--- src/sv/smart_beacon_scheduler_top_defines.svh ---
// ----------------------------------------------------------------------------
// smart_beacon_scheduler_top_defines.svh
// Assertion macros for the beacon scheduler. They expect clk and rst_n
// in scope at the point of use.
// ----------------------------------------------------------------------------
`ifndef SMART_BEACON_SCHEDULER_TOP_DEFINES_SVH
`define SMART_BEACON_SCHEDULER_TOP_DEFINES_SVH

// Same-cycle implication, disabled while in reset
`define SBS_ASSERT_SAME(label, ante, cons) \
  label: assert property (@(posedge clk) disable iff (!rst_n) (ante) |-> (cons)) \
    else $error("sbs: same-cycle check failed");

// Next-cycle implication, disabled while in reset
`define SBS_ASSERT_NEXT(label, ante, cons) \
  label: assert property (@(posedge clk) disable iff (!rst_n) (ante) |=> (cons)) \
    else $error("sbs: next-cycle check failed");

`endif

--- src/sv/sbs_pkg.sv ---
// ----------------------------------------------------------------------------
// sbs_pkg
// Shared widths, register indexes, reset values and the command and status
// bundles between the beacon scheduler controller and datapath.
// ----------------------------------------------------------------------------
`default_nettype none

package sbs_pkg;

  // Field widths
  localparam int SPD_W   = 13;  // speed in fractional km/h
  localparam int CRS_W   = 10;  // raw course
  localparam int CRSC_W  = 9;   // clamped course 0..360
  localparam int DLT_W   = 8;   // course change 0..180
  localparam int NOW_W   = 32;  // timestamp
  localparam int INT_W   = 32;  // interval in ms
  localparam int THR_W   = 16;  // corner threshold
  localparam int KMH_W   = 9;
  localparam int RATE_W  = 16;
  localparam int TURN_W  = 8;
  localparam int SLOPE_W = 10;
  localparam int MS_W    = 10;  // width of the ms-per-second factor
  localparam int MSPR_W  = RATE_W + MS_W;

  // Stream beat widths
  localparam int IN_W     = 56;
  localparam int OUT_USED = 3 + INT_W + DLT_W + THR_W;
  localparam int OUT_W    = 64;

  // Configuration port
  localparam int CFG_IDX_W = 3;
  localparam int CFG_W     = 16;

  localparam logic [CFG_IDX_W-1:0] REG_LOW_SPEED  = 3'd0;
  localparam logic [CFG_IDX_W-1:0] REG_HIGH_SPEED = 3'd1;
  localparam logic [CFG_IDX_W-1:0] REG_SLOW_RATE  = 3'd2;
  localparam logic [CFG_IDX_W-1:0] REG_FAST_RATE  = 3'd3;
  localparam logic [CFG_IDX_W-1:0] REG_TURN_MIN   = 3'd4;
  localparam logic [CFG_IDX_W-1:0] REG_TURN_SLOPE = 3'd5;
  localparam logic [CFG_IDX_W-1:0] REG_MIN_TURN_T = 3'd6;

  localparam logic [KMH_W-1:0]   RST_LOW_SPEED  = 9'd5;
  localparam logic [KMH_W-1:0]   RST_HIGH_SPEED = 9'd90;
  localparam logic [RATE_W-1:0]  RST_SLOW_RATE  = 16'd1750;
  localparam logic [RATE_W-1:0]  RST_FAST_RATE  = 16'd175;
  localparam logic [TURN_W-1:0]  RST_TURN_MIN   = 8'd30;
  localparam logic [SLOPE_W-1:0] RST_TURN_SLOPE = 10'd240;
  localparam logic [RATE_W-1:0]  RST_MIN_TURN_T = 16'd20;

  // Arithmetic constants
  localparam logic [MS_W-1:0]   MS_PER_S      = 10'd1000;
  localparam logic [KMH_W-1:0]  MAX_SPEED_KMH = 9'd300;
  localparam logic [CRSC_W-1:0] MAX_COURSE    = 9'd360;
  localparam logic [CRSC_W-1:0] HALF_TURN     = 9'd180;

  // Controller to datapath
  typedef struct packed {
    logic capture;   // latch a fix and the course change
    logic mul1;      // rate products, elapsed time
    logic mul2;      // numerators, start divide
    logic div_step;  // one quotient bit on both lanes
    logic finish;    // decide, update state, load result
  } sbs_cmd_t;

  // Datapath to controller
  typedef struct packed {
    logic div_last;  // current divide step is the final one
  } sbs_status_t;

endpackage

`default_nettype wire

--- src/sv/sbs_ctrl.sv ---
// ----------------------------------------------------------------------------
// sbs_ctrl
// Sequencer for the beacon scheduler: takes one fix, steps the datapath
// through multiply and divide phases, and owns the result valid flag.
// ----------------------------------------------------------------------------
`default_nettype none

module sbs_ctrl
  import sbs_pkg::*;
(
  input  wire logic        clk,
  input  wire logic        rst_n,
  input  wire logic        in_tvalid,
  output logic             in_tready,
  output logic             out_tvalid,
  input  wire logic        out_tready,
  output sbs_cmd_t         cmd,
  input  wire sbs_status_t status
);

  localparam logic [2:0] ST_IDLE = 3'd0;
  localparam logic [2:0] ST_MUL1 = 3'd1;
  localparam logic [2:0] ST_MUL2 = 3'd2;
  localparam logic [2:0] ST_DIV  = 3'd3;
  localparam logic [2:0] ST_DONE = 3'd4;

  logic [2:0] state_r, state_nxt;
  logic       out_valid_r, out_valid_nxt;

  // Next state and commands
  always_comb begin
    state_nxt = state_r;
    cmd       = '0;
    in_tready = 1'b0;
    unique case (state_r)
      ST_IDLE: begin
        // no beat is taken while reset is held
        in_tready = rst_n;
        if (in_tvalid && rst_n) begin
          cmd.capture = 1'b1;
          state_nxt   = ST_MUL1;
        end
      end
      ST_MUL1: begin
        cmd.mul1  = 1'b1;
        state_nxt = ST_MUL2;
      end
      ST_MUL2: begin
        cmd.mul2  = 1'b1;
        state_nxt = ST_DIV;
      end
      ST_DIV: begin
        cmd.div_step = 1'b1;
        if (status.div_last) state_nxt = ST_DONE;
      end
      ST_DONE: begin
        // wait for the output register to free up
        if (!out_valid_r || out_tready) begin
          cmd.finish = 1'b1;
          state_nxt  = ST_IDLE;
        end
      end
      default: state_nxt = ST_IDLE;
    endcase
  end

  // Result valid flag
  always_comb begin
    out_valid_nxt = out_valid_r;
    if (cmd.finish)      out_valid_nxt = 1'b1;
    else if (out_tready) out_valid_nxt = 1'b0;
  end

  always_ff @(posedge clk) begin
    if (!rst_n) begin
      state_r     <= ST_IDLE;
      out_valid_r <= 1'b0;
    end else begin
      state_r     <= state_nxt;
      out_valid_r <= out_valid_nxt;
    end
  end

  assign out_tvalid = out_valid_r;

endmodule

`default_nettype wire

--- src/sv/sbs_datapath.sv ---
// ----------------------------------------------------------------------------
// sbs_datapath
// Config registers, beacon state, rate multipliers, two restoring divide
// lanes (interval and corner threshold) and the result register.
// ----------------------------------------------------------------------------
`default_nettype none

module sbs_datapath
  import sbs_pkg::*;
#(
  parameter int SPEED_FRAC_BITS = 4,
  parameter int TIME_BITS       = 32
) (
  input  wire logic                 clk,
  input  wire logic                 rst_n,
  input  wire logic                 cfg_we,
  input  wire logic [CFG_IDX_W-1:0] cfg_index,
  input  wire logic [CFG_W-1:0]     cfg_wdata,
  input  wire logic [IN_W-1:0]      in_tdata,
  input  wire sbs_cmd_t             cmd,
  output sbs_status_t               status,
  output logic [OUT_W-1:0]          out_tdata
);

  localparam int LQ_W   = KMH_W + SPEED_FRAC_BITS;
  localparam int CMP_W  = (LQ_W > SPD_W) ? LQ_W : SPD_W;
  localparam int PROD_W = RATE_W + KMH_W;
  localparam int NUM_W  = PROD_W + MS_W + SPEED_FRAC_BITS;
  localparam int TH_W   = SLOPE_W + SPEED_FRAC_BITS;
  localparam int CNT_W  = $clog2(NUM_W);
  localparam int ET_W   = (TIME_BITS > INT_W) ? TIME_BITS : INT_W;
  localparam int RS_W   = SPD_W + 1;

  // Configuration registers
  logic [KMH_W-1:0]   low_kmh_r, high_kmh_r;
  logic [RATE_W-1:0]  slow_rate_r, fast_rate_r, min_turn_r;
  logic [TURN_W-1:0]  turn_min_r;
  logic [SLOPE_W-1:0] turn_slope_r;

  always_ff @(posedge clk) begin
    if (!rst_n) begin
      low_kmh_r    <= RST_LOW_SPEED;
      high_kmh_r   <= RST_HIGH_SPEED;
      slow_rate_r  <= RST_SLOW_RATE;
      fast_rate_r  <= RST_FAST_RATE;
      turn_min_r   <= RST_TURN_MIN;
      turn_slope_r <= RST_TURN_SLOPE;
      min_turn_r   <= RST_MIN_TURN_T;
    end else if (cfg_we) begin
      unique case (cfg_index)
        REG_LOW_SPEED:  low_kmh_r    <= cfg_wdata[KMH_W-1:0];
        REG_HIGH_SPEED: high_kmh_r   <= cfg_wdata[KMH_W-1:0];
        REG_SLOW_RATE:  slow_rate_r  <= cfg_wdata[RATE_W-1:0];
        REG_FAST_RATE:  fast_rate_r  <= cfg_wdata[RATE_W-1:0];
        REG_TURN_MIN:   turn_min_r   <= cfg_wdata[TURN_W-1:0];
        REG_TURN_SLOPE: turn_slope_r <= cfg_wdata[SLOPE_W-1:0];
        REG_MIN_TURN_T: min_turn_r   <= cfg_wdata[RATE_W-1:0];
        default: ;
      endcase
    end
  end

  // Input unpack and clamps
  logic [SPD_W-1:0]  in_speed, speed_c;
  logic [CRS_W-1:0]  in_course;
  logic [CRSC_W-1:0] course_c, course_diff;
  logic [DLT_W-1:0]  delta_c;
  logic [CMP_W-1:0]  max_speed_q;

  // Beacon state
  logic [TIME_BITS-1:0] last_send_r;
  logic [CRSC_W-1:0]    prior_course_r;

  // Per-fix registers
  logic [SPD_W-1:0]     speed_r;
  logic [DLT_W-1:0]     delta_r;
  logic [TIME_BITS-1:0] now_r, elapsed_r;
  logic                 button_r;
  logic [PROD_W-1:0]    prod_r;
  logic [MSPR_W-1:0]    slow_ms_r, fast_ms_r, mtt_ms_r;

  assign in_speed    = in_tdata[SPD_W-1:0];
  assign in_course   = in_tdata[SPD_W +: CRS_W];
  assign max_speed_q = CMP_W'(MAX_SPEED_KMH) << SPEED_FRAC_BITS;

  always_comb begin
    speed_c  = (CMP_W'(in_speed) > max_speed_q) ? '0 : in_speed;
    course_c = (in_course > CRS_W'(MAX_COURSE)) ? '0 : in_course[CRSC_W-1:0];
    course_diff = (prior_course_r > course_c) ? prior_course_r - course_c
                                              : course_c - prior_course_r;
    // wrap across north
    delta_c = (course_diff > HALF_TURN) ? DLT_W'(MAX_COURSE - course_diff)
                                        : DLT_W'(course_diff);
  end

  // Capture and multiply phases
  always_ff @(posedge clk) begin
    if (cmd.capture) begin
      speed_r  <= speed_c;
      delta_r  <= delta_c;
      now_r    <= TIME_BITS'(in_tdata[SPD_W+CRS_W +: NOW_W]);
      button_r <= in_tdata[SPD_W+CRS_W+NOW_W];
    end
    if (cmd.mul1) begin
      prod_r    <= PROD_W'(fast_rate_r) * PROD_W'(high_kmh_r);
      slow_ms_r <= MSPR_W'(slow_rate_r) * MSPR_W'(MS_PER_S);
      fast_ms_r <= MSPR_W'(fast_rate_r) * MSPR_W'(MS_PER_S);
      mtt_ms_r  <= MSPR_W'(min_turn_r) * MSPR_W'(MS_PER_S);
      elapsed_r <= now_r - last_send_r;
    end
  end

  // Divide lanes: lane 1 interval numerator, lane 2 threshold slope
  logic [NUM_W-1:0] num1_r, num2_r;
  logic [SPD_W-1:0] rem1_r, rem2_r;
  logic [CNT_W-1:0] cnt_r;
  logic [RS_W-1:0]  rs1, rs2, dvs;
  logic             ge1, ge2;

  always_comb begin
    dvs = {1'b0, speed_r};
    rs1 = {rem1_r, num1_r[NUM_W-1]};
    rs2 = {rem2_r, num2_r[NUM_W-1]};
    ge1 = (rs1 >= dvs);
    ge2 = (rs2 >= dvs);
  end

  always_ff @(posedge clk) begin
    if (cmd.mul2) begin
      num1_r <= (NUM_W'(prod_r) * NUM_W'(MS_PER_S)) << SPEED_FRAC_BITS;
      num2_r <= NUM_W'(turn_slope_r) << SPEED_FRAC_BITS;
      rem1_r <= '0;
      rem2_r <= '0;
      cnt_r  <= '0;
    end else if (cmd.div_step) begin
      num1_r <= {num1_r[NUM_W-2:0], ge1};
      num2_r <= {num2_r[NUM_W-2:0], ge2};
      rem1_r <= ge1 ? SPD_W'(rs1 - dvs) : SPD_W'(rs1);
      rem2_r <= ge2 ? SPD_W'(rs2 - dvs) : SPD_W'(rs2);
      cnt_r  <= cnt_r + 1'b1;
    end
  end

  assign status.div_last = (cnt_r == CNT_W'(NUM_W - 1));

  // Decision
  logic [CMP_W-1:0] spd_x, low_q, high_q;
  logic [INT_W-1:0] interval;
  logic [TH_W:0]    thr_sum;
  logic [THR_W-1:0] thr;
  logic             corner, periodic;

  always_comb begin
    spd_x  = CMP_W'(speed_r);
    low_q  = CMP_W'(low_kmh_r) << SPEED_FRAC_BITS;
    high_q = CMP_W'(high_kmh_r) << SPEED_FRAC_BITS;

    if (spd_x < low_q)           interval = INT_W'(slow_ms_r);
    else if (spd_x > high_q)     interval = INT_W'(fast_ms_r);
    else if (speed_r == '0)      interval = '1;
    else if (|num1_r[NUM_W-1:INT_W]) interval = '1;
    else                         interval = num1_r[INT_W-1:0];

    thr_sum = (TH_W+1)'(turn_min_r) + (TH_W+1)'(num2_r[TH_W-1:0]);
    if (speed_r == '0 || 32'(thr_sum) > 32'(16'hFFFF)) thr = '1;
    else                                              thr = THR_W'(thr_sum);

    corner   = (THR_W'(delta_r) > thr) && (ET_W'(elapsed_r) > ET_W'(mtt_ms_r));
    // a corner beacon restarts the clock, so no periodic beacon with it
    periodic = !corner && (ET_W'(elapsed_r) > ET_W'(interval));
  end

  // State update and result register
  always_ff @(posedge clk) begin
    if (!rst_n) begin
      last_send_r    <= '0;
      prior_course_r <= '0;
    end else begin
      if (cmd.capture) prior_course_r <= course_c;
      if (cmd.finish && (corner || periodic)) last_send_r <= now_r;
    end
  end

  always_ff @(posedge clk) begin
    if (cmd.finish) begin
      out_tdata <= {(OUT_W-OUT_USED)'(0), thr, delta_r, interval,
                    button_r, periodic, corner};
    end
  end

endmodule

`default_nettype wire

--- src/sv/smart_beacon_scheduler_top.sv ---
// ----------------------------------------------------------------------------
// smart_beacon_scheduler_top
// Beacon decision per GPS fix: speed-dependent interval, corner threshold,
// corner / periodic / manual flags.
//
// Usage:
//   in_*   one beat per fix: speed, course, ms timestamp, button level.
//   out_*  one beat per fix: the three send flags, interval in ms, course
//          change and corner threshold.
//   cfg_*  register writes, one per cycle with cfg_we high; write only while
//          no fix is in flight. Index 7 is ignored.
//   A fix is captured, passes the multiply phases and the divide, and its
//   result is loaded once the output register is free. The block takes one
//   fix at a time and accepts the next after the result is loaded. The
//   divider is restoring, one quotient bit a cycle over a 35 + SPEED_FRAC_BITS
//   bit numerator, with both divisions run side by side.
//   Reset loads the register defaults and clears last send time and course.
//   A stalled receiver holds the result; a new fix is still taken and
//   computed, and waits before its result register load until the old beat
//   is taken.
// ----------------------------------------------------------------------------
`default_nettype none
`include "smart_beacon_scheduler_top_defines.svh"

module smart_beacon_scheduler_top
  import sbs_pkg::*;
#(
  parameter int SPEED_FRAC_BITS = 4,
  parameter int TIME_BITS       = 32
) (
  input  wire logic                 clk,
  input  wire logic                 rst_n,
  // speed_q[12:0], course_deg[22:13], now_ms[54:23], button_pressed[55]
  input  wire logic                 in_tvalid,
  output logic                      in_tready,
  input  wire logic [IN_W-1:0]      in_tdata,
  // send_corner[0], send_periodic[1], send_manual[2], interval_ms[34:3],
  // course_change[42:35], corner_threshold[58:43], zero[63:59]
  output logic                      out_tvalid,
  input  wire logic                 out_tready,
  output logic [OUT_W-1:0]          out_tdata,
  input  wire logic                 cfg_we,
  input  wire logic [CFG_IDX_W-1:0] cfg_index,
  input  wire logic [CFG_W-1:0]     cfg_wdata
);

  sbs_cmd_t    cmd;
  sbs_status_t status;

  sbs_ctrl u_ctrl (
    .clk        (clk),
    .rst_n      (rst_n),
    .in_tvalid  (in_tvalid),
    .in_tready  (in_tready),
    .out_tvalid (out_tvalid),
    .out_tready (out_tready),
    .cmd        (cmd),
    .status     (status)
  );

  sbs_datapath #(
    .SPEED_FRAC_BITS (SPEED_FRAC_BITS),
    .TIME_BITS       (TIME_BITS)
  ) u_datapath (
    .clk       (clk),
    .rst_n     (rst_n),
    .cfg_we    (cfg_we),
    .cfg_index (cfg_index),
    .cfg_wdata (cfg_wdata),
    .in_tdata  (in_tdata),
    .cmd       (cmd),
    .status    (status),
    .out_tdata (out_tdata)
  );

  // Checks
  `SBS_ASSERT_SAME(a_finish_slot_free, cmd.finish, !out_tvalid || out_tready)
  `SBS_ASSERT_NEXT(a_finish_valid, cmd.finish, out_tvalid)
  `SBS_ASSERT_NEXT(a_one_fix_in_flight, in_tvalid && in_tready, !in_tready)

endmodule

`default_nettype wire
--- config.mk ---
export PLATFORM = sky130hd
export DESIGN_NAME = smart_beacon_scheduler_top
export DESIGN_NICKNAME = d
export VERILOG_FILES = /design/src/sv/sbs_pkg.sv /design/src/sv/sbs_ctrl.sv /design/src/sv/sbs_datapath.sv /design/src/sv/smart_beacon_scheduler_top.sv
export VERILOG_INCLUDE_DIRS = /design/src /design/src/sv
export SDC_FILE = /design/constraint.sdc
export NUM_CORES = 2
export LEC_CHECK = 0
export ABC_AREA = 0
export ABC_CLOCK_PERIOD_IN_PS = 11100
export BUFFER_PORTS_ARGS = -buffer_cell sky130_fd_sc_hd__buf_2
export CORE_MARGIN = 4
export CORE_UTILIZATION = 45
export DETAILED_ROUTE_END_ITERATION = 16
export PLACE_DENSITY_LB_ADDON = 0.3
export SYNTH_ARGS = -nofsm -noshare
export SYNTH_HDL_FRONTEND = slang
export SYNTH_SLANG_ARGS = --single-unit
--- constraint.sdc ---
create_clock -name clk -period 11.1 [get_ports clk]
set_input_delay 1.665 -clock clk [delete_from_list [all_inputs] [get_ports clk]]
set_output_delay 1.665 -clock clk [all_outputs]
set_load 0.02 [all_outputs]
==> results_dict.tcl <==
set metrics [dict create \
    core_area_sq_um 88200 \
    grt.busiest_layer "met2" \
    diodes 0 \
    r2r_end "u_datapath.last_send_r[20]" \
    final_nets 4999 \
    htreeDepth 2 \
    finish.utilization_pct 49.5 \
    grt_pass1_vias 28053 \
    grt_max_degree 127 \
    clockBufferDepth 3 \
    io_buffers 140 \
    routed-via-count 28094 \
    r2r_cells 14 \
    post_cts_buffers 0 \
    whs_endpoint "u_datapath.out_tdata[2]" \
    critPathLaunchType "flip-flop" \
    gp_congestion 0.894 \
    ctsResizeCount 0 \
    hold_depth 0 \
    clkSinkCount 478 \
    synth-edff-count 281 \
    ys_warn_count 0 \
    crit_fanout 40 \
    die_h_microns 306 \
    finalHoldViolCount 0 \
    powerDensity_nw_per_um2 267 \
    syn2layout_area_growth_pct 9.20 \
    synthesis.instances 4014 \
    placed_cells 5232 \
    grt.met3_usage_pct 4.50 \
    die_area_sq_um 93700 \
    nFillCells 8124 \
    switching_share_pct 45.0 \
    drv_slew 0 \
    clock_skew_ns 0.0342 \
    grt_use_met2_pct 33.7 \
    rsz0062_at_grt "no" \
    synth_top_area_share_pct 21.1 \
    hpwl_microns 75900 \
    cts.clk_slew.worst_paths_ns 0.07 \
    yosys.area.top_type "edfxtp_1" \
    cts_root_buffer "clkbuf_16" \
    rrSetupSlack_ns 4.48 \
    p_int_uw 6410 \
    grt_pass1_wl_microns 155000 \
    final_common_cell "inv_1" \
    finalSetupViolations 0 \
    io_pins 146 \
    final_cell_mix "inv_1 (674), ha_1 (440), nand2_1 (420), fa_1 (357), edfxtp_1 (281)" \
    ant_nets 0 \
    min_period_over_period_pct 59.6 \
    power_leakage_uw 0.0199 \
    cts_buffers 53 \
    start_util_pct 45.3 \
    cp.required_ns 11.62 \
    drive_above_1_share_pct 7.88 \
    max_slew_margin_pct 18.4 \
    vdd_drop_max_mv 0.518 \
    fin_crit_ns 6.62 \
    rows 109 \
    ys.flop_type "edfxtp_1" \
    grt.overflow.total 0 \
    remaining_drc_errors 0 \
    wl_per_cell_microns 18.2 \
    synthTopCellsByArea "edfxtp_1 (21%), fa_1 (18%), ha_1 (14%), dfxtp_1 (9.9%), inv_1 (6.3%)" \
    drtIter0Drc 1768 \
    syn_area_per_cell_sq_um 9.96 \
    tightestPinTransition_ns 1.21 \
    grt.total_usage_pct 20.8 \
    cp.arrival_ns 7.14 \
    firstDrtPassIters 6 \
    clockPowerShare_pct 15.7 \
    clk_latency_ns 0.61 \
    synth-async-reset-ratio_pct 0 \
    seq_power_share_pct 21.1 \
    r2r-start "u_datapath.spd_x[1]" \
    hold_path_class "reg2reg" \
    fin_cells 5330 \
    cts_tree "done" \
    min_from "u_datapath.button_r" \
    synth_cell_types 91 \
    syn-cell-area_sq_um 40000 \
    routed_wl_microns 97100 \
    die_x_microns 306 \
    ys_seq_area_share_pct 31.0 \
    crit_type "reg2reg" \
    viasPerCell 5.27 \
    antenna_found_initial 1 \
    use_met1_pct 28.7 \
    max_freq_mhz 151 \
    maxCapViolCount 0 \
    total_power_uw 11600 \
    status "finished clean" \
    combPwrFrac_pct 63.2 \
    p_sw_uw 5240 \
    ys_ff_latch 478 \
    cts_hold_buf 0 \
    cp-end-kind "flip-flop" \
    fin_setup_tns_ns 0 \
]
-- synth_stat cells (20+ instances only) --
library cell,instances
o211ai_1,42
o21ai_0,139
mux2i_1,109
a21oi_1,142
fa_1,357
dfxtp_1,197
and2_1,31
nand2_1,420
a22o_1,45
xor2_1,47
a21boi_0,64
inv_1,676
mux2_2,25
nor2b_1,40
nand3_1,64
nand4_1,28
a21o_1,65
edfxtp_1,281
nor2_1,211
xnor2_1,115
nor3_1,51
o21a_1,43
clkbuf_1,86
and3_1,20
ha_1,440
-- state kept, by name (all words and copies together), names as in the netlist, 16 cells and up --
register and cells:
u_datapath.slow_rate_r 16, u_datapath.mtt_ms_r 23, u_datapath.fast_ms_r 23, u_datapath.prod_r 25, u_datapath.elapsed_r 32, u_datapath.slow_ms_r 23
u_datapath.out_tdata 59, u_datapath.num1_r 39, u_datapath.last_send_r 32, u_datapath.min_turn_r 16, u_datapath.num2_r 39, u_datapath.fast_rate_r 16
u_datapath.now_r 32
-- worst max path at each step --
stage	startpoint	to	slack, ns	cells after the start
after detailed placement	in_tdata[13]	u_datapath.delta_r[7]	4.68	17
after floorplan	u_ctrl.state_r[0]	u_datapath.elapsed_r[0]	1.18	3
after global routing	u_datapath.spd_x[1]	u_datapath.last_send_r[14]	4.27	14
after CTS	u_datapath.spd_x[1]	u_datapath.last_send_r[20]	4.83	14
after global placement	in_tdata[13]	u_datapath.delta_r[7]	4.73	17
final	u_datapath.spd_x[1]	u_datapath.last_send_r[20]	4.48	14
-- per-layer routing --
metal	vias to the layer above	share of wire (%)	wire length (microns)
li1	13678	-	-
met1	13645	45	43800
met2	670	46	44500
met3	101	7.1	6870
met4	0	2.1	2010
met5	-	0	0
-- layout make-up --
cell class	instances	area [sq um]	area share [%]
multi-input cells	2749	24600	56.4
repair buffers	157	843	1.93
clock inverters	32	370	0.848
inverters	683	2560	5.87
well taps	1165	1460	3.34
flip-flops and latches	478	12400	28.4
clock buffers	66	1440	3.29
-- kinds of logic (layout without fill, tap and decap cells) --
group	after synthesis	in the layout	share of synthesized area, %
simple gates	955	955	10.8
mux	137	137	3.57
buf+inv	791	938	7.67
flops	478	478	31.0
other cells	1	5	0.00938
xor+xnor	163	163	3.59
fa+ha+maj	797	797	31.6
compound gates	692	692	11.8
-- power groups by stage --
stage	combinational, uW	clock [uW]	sequential, uW
6_report	7360	1830	2460
5_1_grt	8380	1950	2480
4_1_cts	7360	1870	2450
3_5_place_dp	7280	0	2490
3_3_place_gp	7230	0	2490
2_1_floorplan	5600	0	2400
-- critical path, cell delays in order (launching register included) --
cell and delay (ns):
edfxtp_1 0.50, nor4_1 1.05, nand4_1 0.82, nand3_2 0.92, nor2_1 0.09, mux2i_1 0.26, mux2i_1 0.14, ha_1 0.32
and3_1 0.16, nand3_1 0.09, nor4_1 0.40, o21ai_0 0.16, a31oi_1 0.37, o21a_2 0.93, mux2i_1 0.30
-- per-stage QoR --
step / hold slack, ns / setup slack, ns / area, sq um
2_1_floorplan: 0.400 / 1.18 / 40000
3_3_place_gp: 0.401 / 4.73 / 41900
3_5_place_dp: 0.428 / 4.68 / 41900
4_1_cts: 0.438 / 4.83 / 43700
5_1_grt: 0.454 / 4.27 / 43700
6_report: 0.446 / 4.48 / 43700
(Power assumes the default switching activity.)
